### src/rtl/dwrc_pkg.sv
// Shared types and constants for the deque with read cursor.
// No dependencies; used by every module of the block.
`timescale 1ns / 1ps

package dwrc_pkg;

    localparam int DEPTH_DEF      = 16;
    localparam int ELEM_WIDTH_DEF = 32;
    localparam int VALUE_W        = 32;

    typedef enum logic [1:0] {
        ACT_APPEND     = 2'd0,
        ACT_PREPEND    = 2'd1,
        ACT_READ_FIRST = 2'd2,
        ACT_READ_NEXT  = 2'd3
    } t_action;

    typedef enum logic [1:0] {
        ST_OK    = 2'd0,
        ST_END   = 2'd1,
        ST_FULL  = 2'd2,
        ST_NOCUR = 2'd3
    } t_status;

    typedef struct packed {
        logic capture;
        logic execute;
        logic load;
    } t_cmd;

endpackage

### src/rtl/dwrc_ctrl.sv
// Sequencer for the deque: accept, execute, result load.
// Depends on dwrc_pkg.
`timescale 1ns / 1ps

module dwrc_ctrl (
    input  logic          i_clk,
    input  logic          i_rst_n,
    input  logic          i_in_valid,
    output logic          o_in_ready,
    output logic          o_out_valid,
    input  logic          i_out_ready,
    output dwrc_pkg::t_cmd o_cmd
);

    typedef enum logic [1:0] {
        S_IDLE,
        S_EXEC,
        S_DONE
    } t_state;

    t_state r_state;
    logic   r_ready;
    logic   r_out_valid;

    assign o_cmd.capture = i_in_valid && r_ready;
    assign o_cmd.execute = (r_state == S_EXEC);
    assign o_cmd.load    = (r_state == S_DONE) && (!r_out_valid || i_out_ready);

    always_ff @(posedge i_clk) begin
        if (!i_rst_n) begin
            r_state     <= S_IDLE;
            r_ready     <= 1'b1;
            r_out_valid <= 1'b0;
        end else begin
            if (o_cmd.load) begin
                r_out_valid <= 1'b1;
            end else if (i_out_ready) begin
                r_out_valid <= 1'b0;
            end
            unique case (r_state)
                S_IDLE: begin
                    if (o_cmd.capture) begin
                        r_state <= S_EXEC;
                        r_ready <= 1'b0;
                    end
                end
                S_EXEC: begin
                    r_state <= S_DONE;
                end
                S_DONE: begin
                    if (o_cmd.load) begin
                        r_state <= S_IDLE;
                        r_ready <= 1'b1;
                    end
                end
                default: begin
                    r_state <= S_IDLE;
                    r_ready <= 1'b1;
                end
            endcase
        end
    end

    assign o_in_ready  = r_ready;
    assign o_out_valid = r_out_valid;

endmodule

### src/rtl/dwrc_datapath.sv
// Ring store, end pointers, cursor and result register of the deque.
// Depends on dwrc_pkg; sequenced by dwrc_ctrl.
`timescale 1ns / 1ps

module dwrc_datapath #(
    parameter int DEPTH      = dwrc_pkg::DEPTH_DEF,
    parameter int ELEM_WIDTH = dwrc_pkg::ELEM_WIDTH_DEF
) (
    input  logic                           i_clk,
    input  logic                           i_rst_n,
    input  dwrc_pkg::t_cmd                 i_cmd,
    input  logic [1:0]                     i_action,
    input  logic [dwrc_pkg::VALUE_W-1:0]   i_item_value,
    output logic [1:0]                     o_status,
    output logic [dwrc_pkg::VALUE_W-1:0]   o_read_value
);

    localparam int PW = (DEPTH > 1) ? $clog2(DEPTH) : 1;
    localparam int CW = $clog2(DEPTH + 1);
    localparam int SW = (ELEM_WIDTH < dwrc_pkg::VALUE_W) ? ELEM_WIDTH : dwrc_pkg::VALUE_W;
    localparam logic [PW-1:0] LAST = PW'(DEPTH - 1);

    logic [SW-1:0] r_mem [DEPTH];
    logic [SW-1:0] r_rd;

    dwrc_pkg::t_action r_act;
    logic [SW-1:0]     r_val;

    logic [PW-1:0] r_front, n_front;
    logic [PW-1:0] r_back, n_back;
    logic [PW-1:0] r_cursor, n_cursor;
    logic          r_cvalid, n_cvalid;
    logic [CW-1:0] r_count, n_count;

    dwrc_pkg::t_status r_status, n_status;
    logic              r_hit, n_hit;

    dwrc_pkg::t_status            r_out_status;
    logic [dwrc_pkg::VALUE_W-1:0] r_out_value;

    logic          we;
    logic [PW-1:0] wr_addr;
    logic [PW-1:0] rd_addr;
    logic          full;
    logic          empty;
    logic [PW-1:0] back_inc;
    logic [PW-1:0] front_dec;
    logic [PW-1:0] cursor_inc;

    assign full       = (r_count == CW'(DEPTH));
    assign empty      = (r_count == '0);
    assign back_inc   = (r_back == LAST) ? '0 : r_back + PW'(1);
    assign front_dec  = (r_front == '0) ? LAST : r_front - PW'(1);
    assign cursor_inc = (r_cursor == LAST) ? '0 : r_cursor + PW'(1);

    always_comb begin
        n_front  = r_front;
        n_back   = r_back;
        n_cursor = r_cursor;
        n_cvalid = r_cvalid;
        n_count  = r_count;
        n_status = dwrc_pkg::ST_OK;
        n_hit    = 1'b0;
        we       = 1'b0;
        wr_addr  = r_front;
        rd_addr  = r_front;
        unique case (r_act) inside
            dwrc_pkg::ACT_APPEND, dwrc_pkg::ACT_PREPEND: begin
                if (full) begin
                    n_status = dwrc_pkg::ST_FULL;
                end else begin
                    we      = 1'b1;
                    n_count = r_count + CW'(1);
                    if (empty) begin
                        n_back  = r_front;
                        wr_addr = r_front;
                    end else if (r_act == dwrc_pkg::ACT_APPEND) begin
                        n_back  = back_inc;
                        wr_addr = back_inc;
                    end else begin
                        n_front = front_dec;
                        wr_addr = front_dec;
                    end
                end
            end
            dwrc_pkg::ACT_READ_FIRST: begin
                if (empty) begin
                    n_status = dwrc_pkg::ST_END;
                end else begin
                    n_cursor = r_front;
                    n_cvalid = 1'b1;
                    n_hit    = 1'b1;
                    rd_addr  = r_front;
                end
            end
            dwrc_pkg::ACT_READ_NEXT: begin
                if (!r_cvalid) begin
                    n_status = dwrc_pkg::ST_NOCUR;
                end else if (r_cursor == r_back) begin
                    n_status = dwrc_pkg::ST_END;
                end else begin
                    n_cursor = cursor_inc;
                    n_hit    = 1'b1;
                    rd_addr  = cursor_inc;
                end
            end
            default: begin
                n_status = dwrc_pkg::ST_OK;
            end
        endcase
    end

    // ring store, registered read taken in the execute cycle
    always_ff @(posedge i_clk) begin
        if (i_cmd.execute && we) begin
            r_mem[wr_addr] <= r_val;
        end
        if (i_cmd.execute) begin
            r_rd <= r_mem[rd_addr];
        end
    end

    always_ff @(posedge i_clk) begin
        if (i_cmd.capture) begin
            r_act <= dwrc_pkg::t_action'(i_action);
            r_val <= i_item_value[SW-1:0];
        end
        if (i_cmd.execute) begin
            r_status <= n_status;
            r_hit    <= n_hit;
        end
        if (i_cmd.load) begin
            r_out_status <= r_status;
            r_out_value  <= r_hit ? dwrc_pkg::VALUE_W'(r_rd) : '0;
        end
    end

    always_ff @(posedge i_clk) begin
        if (!i_rst_n) begin
            r_front  <= '0;
            r_back   <= '0;
            r_cursor <= '0;
            r_cvalid <= 1'b0;
            r_count  <= '0;
        end else if (i_cmd.execute) begin
            r_front  <= n_front;
            r_back   <= n_back;
            r_cursor <= n_cursor;
            r_cvalid <= n_cvalid;
            r_count  <= n_count;
        end
    end

    assign o_status     = r_out_status;
    assign o_read_value = r_out_value;

endmodule

### src/rtl/deque_with_read_cursor_unit.sv
// Top level of the deque with read cursor: controller plus datapath.
// Depends on dwrc_pkg, dwrc_ctrl and dwrc_datapath.
//
// Channel  Dir  tdata               tuser
// s_axis   in   [31:0] item_value   [1:0] action
// m_axis   out  [31:0] read_value   [1:0] status
//
// Each request passes through capture, execute (pointer update and
// ring store access) and result load; the store read is registered.
// The result register frees the input side once loaded; a held result
// stalls only the load of the next one.
// Synchronous active-low reset clears pointers, count and cursor; the
// store itself is not cleared.
`timescale 1ns / 1ps

module deque_with_read_cursor_unit #(
    parameter int DEPTH      = dwrc_pkg::DEPTH_DEF,
    parameter int ELEM_WIDTH = dwrc_pkg::ELEM_WIDTH_DEF
) (
    input  logic                         i_clk,
    input  logic                         i_rst_n,
    input  logic                         s_axis_tvalid,
    output logic                         s_axis_tready,
    input  logic [dwrc_pkg::VALUE_W-1:0] s_axis_tdata,  // [31:0] item_value
    input  logic [1:0]                   s_axis_tuser,  // [1:0] action
    output logic                         m_axis_tvalid,
    input  logic                         m_axis_tready,
    output logic [dwrc_pkg::VALUE_W-1:0] m_axis_tdata,  // [31:0] read_value
    output logic [1:0]                   m_axis_tuser   // [1:0] status
);

    dwrc_pkg::t_cmd cmd;

    dwrc_ctrl u_ctrl (
        .i_clk       (i_clk),
        .i_rst_n     (i_rst_n),
        .i_in_valid  (s_axis_tvalid),
        .o_in_ready  (s_axis_tready),
        .o_out_valid (m_axis_tvalid),
        .i_out_ready (m_axis_tready),
        .o_cmd       (cmd)
    );

    dwrc_datapath #(
        .DEPTH      (DEPTH),
        .ELEM_WIDTH (ELEM_WIDTH)
    ) u_dp (
        .i_clk        (i_clk),
        .i_rst_n      (i_rst_n),
        .i_cmd        (cmd),
        .i_action     (s_axis_tuser),
        .i_item_value (s_axis_tdata),
        .o_status     (m_axis_tuser),
        .o_read_value (m_axis_tdata)
    );

endmodule

### config.mk
export PLATFORM = sky130hd
export DESIGN_NAME = deque_with_read_cursor_unit
export DESIGN_NICKNAME = d
export VERILOG_FILES = /design/src/rtl/dwrc_pkg.sv /design/src/rtl/dwrc_ctrl.sv /design/src/rtl/dwrc_datapath.sv /design/src/rtl/deque_with_read_cursor_unit.sv
export SDC_FILE = /design/constraint.sdc
export NUM_CORES = 1
export LEC_CHECK = 0
export BUFFER_PORTS_ARGS = -buffer_cell sky130_fd_sc_hd__buf_4
export CELL_PAD_IN_SITES_DETAIL_PLACEMENT = 1
export CELL_PAD_IN_SITES_GLOBAL_PLACEMENT = 2
export CORE_UTILIZATION = 45
export CTS_BUF_LIST = sky130_fd_sc_hd__clkbuf_16
export DETAILED_ROUTE_END_ITERATION = 12
export PLACE_DENSITY = 0.78
export SYNTH_ARGS = -nofsm -noshare
export SYNTH_HDL_FRONTEND = slang
export SYNTH_SLANG_ARGS = --single-unit
### constraint.sdc
create_clock -name i_clk -period 10.97 [get_ports i_clk]
set_clock_uncertainty 0.1 [all_clocks]
set_input_delay 1.097 -clock i_clk [delete_from_list [all_inputs] [get_ports i_clk]]
set_output_delay 1.097 -clock i_clk [all_outputs]
set_load 0.01 [all_outputs]
Word-level counts from Yosys, hierarchy flattened --
Memory sizes are Yosys's and may differ from the RTL's. A register that Yosys moved wholly into a read port is not among the register bits. Cells that the tools add are included.
Word-level totals: input bits 38, RAM bits 512, memories kept 1, logic and storage cells 94, register bits 93
Memory list:
- u_dp.r_mem | depth 16, bits a word 32, read ports 1, clocked after Yosys merged registers in 1, write ports 1, RTL line dwrc_datapath.sv:23 | logic [SW-1:0] r_mem [DEPTH];
Operators by class: add/subtract/negate cells 4, reduce and logical (&&, ||, !) cells 20, bitwise gates (word level) 4, equality and inequality tests 14, mux-type cells 37
Operators with widths (count):
- $mux 4 | 15
- $mux 1 | 13
- $pmux 2 s3 | 2
- $reduce_and 5->1 | 2
- $reduce_and 3->1 | 3
- $add 4x1->4 const B | 2
- $eq 4x4->1 const B | 2
- $mux 2 | 4
- $ne 2x2->1 const B | 4
- $pmux 4 s2 | 1
- $eq 2x2->1 const B | 3
- $reduce_bool 2->1 | 3
- $add 5x1->5 const B | 1
- $eq 5x5->1 const B | 1
- $logic_not 5->1 | 1
- $eq 2x1->1 const B | 2
- $eq 4x4->1 | 1
- $logic_not 2->1 | 2
- $logic_not 4->1 | 1
- $not 1->1 | 4
- $reduce_and 4->1 | 1
- $sub 4x1->4 const B | 1
- $logic_and 1x1->1 | 3
- $pmux 1 s3 | 1
- other kinds (6) | 6

Logic depth before layout (Yosys ltp) --
word-level depth 6, depth in mapped cells 9, depth with buffers taken out 8

Hierarchy --
A second synthesis with hierarchy kept.
Second synthesis, totals: cell total of the unflattened synthesis 1344, area total of the unflattened synthesis 24218.2 um2
By module, submodules not included:
- dwrc_datapath | area an instance 24041.8 um2, cells an instance 1326, instances 1
- dwrc_ctrl | area an instance 176.4 um2, cells an instance 18, instances 1

Worst setup path before layout --
OpenSTA, ideal clock, no wires.
path type register to register, start point register u_dp.r_count[0], end point memory u_dp.r_mem[6][0] in the netlist's numbering (enable), cell stages (with the launch flop) 8, arrival 3.217 ns, clock period less this slack 3.738 ns, setup time 0.421 ns, buffers on the path 0, slack 7.232 ns, cell sequence dfxtp_1 -> inv_1 -> ha_1 -> nor3b_1 -> a211oi_1 -> nor2b_1 -> nand2b_1 -> nor2_1
On the way: longest elaborated chain between the ends 6
Ends and longest elaborated chain:
- start, declared | RTL line dwrc_datapath.sv:33 | logic [CW-1:0] r_count, n_count;
- start signal, assigned | RTL line dwrc_datapath.sv:150 | r_count <= n_count;
- $eq 5x5->1 | RTL line dwrc_datapath.sv:50 | assign full = (r_count == CW'(DEPTH));
- $mux 1 | RTL line dwrc_datapath.sv:69 | if (full) begin
- $mux 1 | RTL line dwrc_datapath.sv:67 | unique case (r_act) inside
- $logic_and 1x1->1 | RTL line dwrc_datapath.sv:115 | if (i_cmd.execute && we) begin
- $mux 1 | RTL line dwrc_datapath.sv:115
- $mux 1 (not written as such) | RTL line dwrc_datapath.sv:116 | r_mem[wr_addr] <= r_val;
- end, declared | RTL line dwrc_datapath.sv:23
Several ways; a longest one is shown, not always the timed one.

Worst setup path after layout --
start point register u_dp.r_act[0], end point register u_dp.r_rd[14] (read register of u_dp.r_mem) (data pin)
On the way: longest elaborated chain between the ends 2
Ends and longest elaborated chain:
- start, declared | RTL line dwrc_datapath.sv:26 | dwrc_pkg::t_action r_act;
- start signal, assigned | RTL line dwrc_datapath.sv:125 | r_act <= dwrc_pkg::t_action'(i_action);
- $eq 2x2->1 (no source line)
- $mux 4 | RTL line dwrc_datapath.sv:67
- end, declared | RTL line dwrc_datapath.sv:24 | logic [SW-1:0] r_rd;
Every way passes these cells. A chain may end at the register's enable or synchronous reset.

==> results_dict.tcl <==
set metrics [dict create \
    tns_ns 0 \
    status "complete, no violations" \
    synth-edff-count 615 \
    drtAntennaViolNets 0 \
    cts-buffers-inserted 68 \
    power.total_uw 5020 \
    fillers 4780 \
    synth-main-ff-cell "edfxtp_1" \
    ys_types 40 \
    post-cts-setup-buffers 0 \
    tightest_slew_ns 1.16 \
    postSynthCellCount 1351 \
    crit_path_cell_trace "nand3_1 -> a41oi_2 -> mux2i_4 -> buf_4 -> buf_12 -> mux2i_1 -> o22ai_1 -> or4_1" \
    drtPass1Iterations 7 \
    viasPerCell 5.79 \
    final_cells 2200 \
    cp.required_ns 11.22 \
    hold_viol 0 \
    slew_headroom 0.229 \
    clock_sinks 637 \
    critical-path-top-delay-family "buffers and inverters" \
    holdBufCountCts 0 \
    hold_path_class "flop to flop" \
    drt_iter0_drc 1311 \
    yosysTopAreaCell "edfxtp_1" \
    cts_resized 0 \
    die_x_um 234 \
    dieArea_um2 54600 \
    numPortBuffers 73 \
    setup_violations 0 \
    n_antenna_cell 0 \
    syn_area_per_cell_um2 17.9 \
    timing.final.crit_period_ns 4.92 \
    nNetsFinal 1504 \
    start_kind "flop" \
    swShare 0.202 \
    crit_arrival_ns 5.17 \
    grt_pass1_wl_um 87300 \
    synth.cell_area_um2 24200 \
    critical-path-slowest-cell "buf_4" \
    path_class "flop to flop" \
    rows 84 \
    grt_pass1_vias 13200 \
    ys_top_cells_by_count "edfxtp_1, mux2i_1, o22ai_1" \
    synthArstFlopShare 0 \
    dp.cells 2079 \
    clkPwrFrac 0.440 \
    core_area_um2 52800 \
    cts.path.max_buffers 3 \
    route.detailed.drc 0 \
    clock.fmax_mhz 203 \
    path_clk_slew_ns 0.06 \
    switchingPower_uw 1010 \
    ys_ff_latch 637 \
    worstSkewPairLatency_ns 0.60 \
    ys_warn_count 0 \
    powerDensity_nw_per_um2 180 \
    slew_violations 0 \
    max-cap-violations 0 \
    cts-root-buf "clkbuf_16" \
    htreeDepth 3 \
    seq_area_frac_synth 0.783 \
    wl_um 60000 \
    syn-num-nets 1394 \
    crit_buf_inv 2 \
    start_util 0.458 \
    route.detailed.wl_per_inst_um 27.3 \
    pwr-share-comb 0.015 \
    p_leak_uw 0.0107 \
    die_y_um 234 \
    grt_max_degree 147 \
    dpl.hpwl_um 29500 \
    area_delta_synth_final_pct 15.8 \
    num_vias 12700 \
    vdd_ir_drop_max_v 0.000128 \
    cts_tree "built" \
    cpPeakStageDelay_ns 0.90 \
    grt_setup_unrepaired "false" \
    crit_path_max_fanout 146 \
    grt-ovfl-total 0 \
    finalCritPeriodShare 0.448 \
    grt_usage 0.225 \
    synth_top_area_share 0.765 \
    netlist_top_cells_area "edfxtp_1, mux2i_1, o22ai_1, dfxtp_1, or4_1" \
    drive_above_1_share 0.153 \
    grt_antenna_before_repair 1 \
    worstSetupEndpointType "flop" \
    p_int_uw 4010 \
    pwr-share-seq 0.545 \
    gp_congestion 0.760 \
    post-synth-top-count-cell "edfxtp_1" \
    ios 74 \
]
[power groups by stage]
| stage | combinational [µW] | sequential (µW) | clock [µW] |
|---|---|---|---|
| 2_1_floorplan | 36.1 | 2770 | 0 |
| 3_3_place_gp | 77.4 | 2780 | 0 |
| 3_5_place_dp | 79.5 | 2790 | 0 |
| 4_1_cts | 79.8 | 2730 | 2250 |
| 5_1_grt | 84.0 | 2740 | 2330 |
| 6_report | 77.4 | 2730 | 2210 |
[kinds of logic after synthesis]
family | Yosys count | share of synthesized area
fa+ha+maj | 5 | 0.00259
xor+xnor | 11 | 0.00399
simple gates | 172 | 0.0389
buf+inv | 79 | 0.0137
flops | 637 | 0.783
compound gates | 182 | 0.0480
mux | 265 | 0.110
[stage by stage]
| step | utilization | hold slack, ns | worst slack [ns] | cell area, µm² |
|---|---|---|---|---|
| 2_1_floorplan | - | 0.300 | 7.23 | 24200 |
| 3_3_place_gp | 0.489 | 0.308 | 6.20 | 25800 |
| 3_5_place_dp | 0.489 | 0.306 | 6.09 | 25800 |
| 4_1_cts | 0.530 | 0.319 | 6.05 | 28000 |
| 5_1_grt | 0.530 | 0.324 | 5.77 | 28000 |
| 6_report | 0.530 | 0.322 | 6.05 | 28000 |
[layout by cell type (no fill, tap or decap), types with 2 or more instances in the layout]
master,count
dfxtp_1,22
clkinv_2,9
and2_1,33
inv_1,23
clkbuf_16,70
nor4_1,3
a211oi_1,5
or2_2,3
o22ai_1,128
a31oi_4,3
a41oi_4,4
clkinvlp_4,2
nor2_1,35
nand4_1,3
o21ai_0,15
o21a_1,3
xor2_1,4
a311oi_1,2
buf_4,105
a31oi_1,5
and3_1,2
a21oi_1,7
edfxtp_1,615
nor2b_1,2
nand2b_1,6
mux2i_1,262
nand3b_1,3
or4_1,33
nor2_4,16
bufinv_16,5
clkinv_1,20
nand2_1,20
o211ai_1,2
mux2_2,2
xnor2_1,7
a22oi_1,3
ha_1,5
nand3_1,8
[worst reg2reg max path, cell delays in order (launching register included)]
cell and delay [ns]:
edfxtp_1 0.57, nand3_1 0.18, a41oi_2 0.61, mux2i_4 0.32
buf_4 0.90, buf_12 0.83, mux2i_1 0.51, o22ai_1 0.14
or4_1 0.53
[per-layer routing]
metal | global-route usage | wire length [µm] | part of all wire
met1 | 0.302 | 26100 | 0.43
met2 | 0.375 | 29600 | 0.49
met3 | 0.0378 | 2770 | 0.046
met4 | 0.0680 | 1550 | 0.026
met5 | 0 | 0 | 0
[cell type report]
cell class | instances | area, µm² | share of cell area
multi-input combinational | 635 | 5180 | 0.185
timing repair buffer | 106 | 808 | 0.0289
sequential | 637 | 18900 | 0.676
tap | 688 | 861 | 0.0308
clock buffer | 70 | 1750 | 0.0627
inverter | 13 | 48.8 | 0.00175
clock inverter | 51 | 394 | 0.0141
[state kept, by name (all words and copies together) (netlist names), 2 cells and up]
signal / cells
u_dp.r_count: 5
u_dp.r_back: 4
u_dp.r_cursor: 4
u_dp.r_front: 4
u_dp.r_val: 32
u_dp.o_status: 2
u_dp.r_status: 2
u_dp.r_rd: 32
u_dp.r_mem: 512
u_dp.r_act: 2
u_dp.o_read_value: 32
u_ctrl.r_state: 2
[path summary, 6_finish.rpt]
path / startpoint / to / slack [ns] / cells past startpoint
worst min register to register: u_dp.r_status[1]$_DFFE_PP_ / u_dp.o_status[1]$_DFFE_PP_ / 0.32 / 0
worst max-delay path: u_dp.r_act[0]$_DFFE_PP_ / u_dp.r_rd[14]$_DFFE_PP_ / 6.05 / 8
worst max register to register: u_dp.r_act[0]$_DFFE_PP_ / u_dp.r_rd[14]$_DFFE_PP_ / 6.05 / 8
worst min-delay path: u_dp.r_status[1]$_DFFE_PP_ / u_dp.o_status[1]$_DFFE_PP_ / 0.32 / 0
Power figures use the tool's default switching activity.
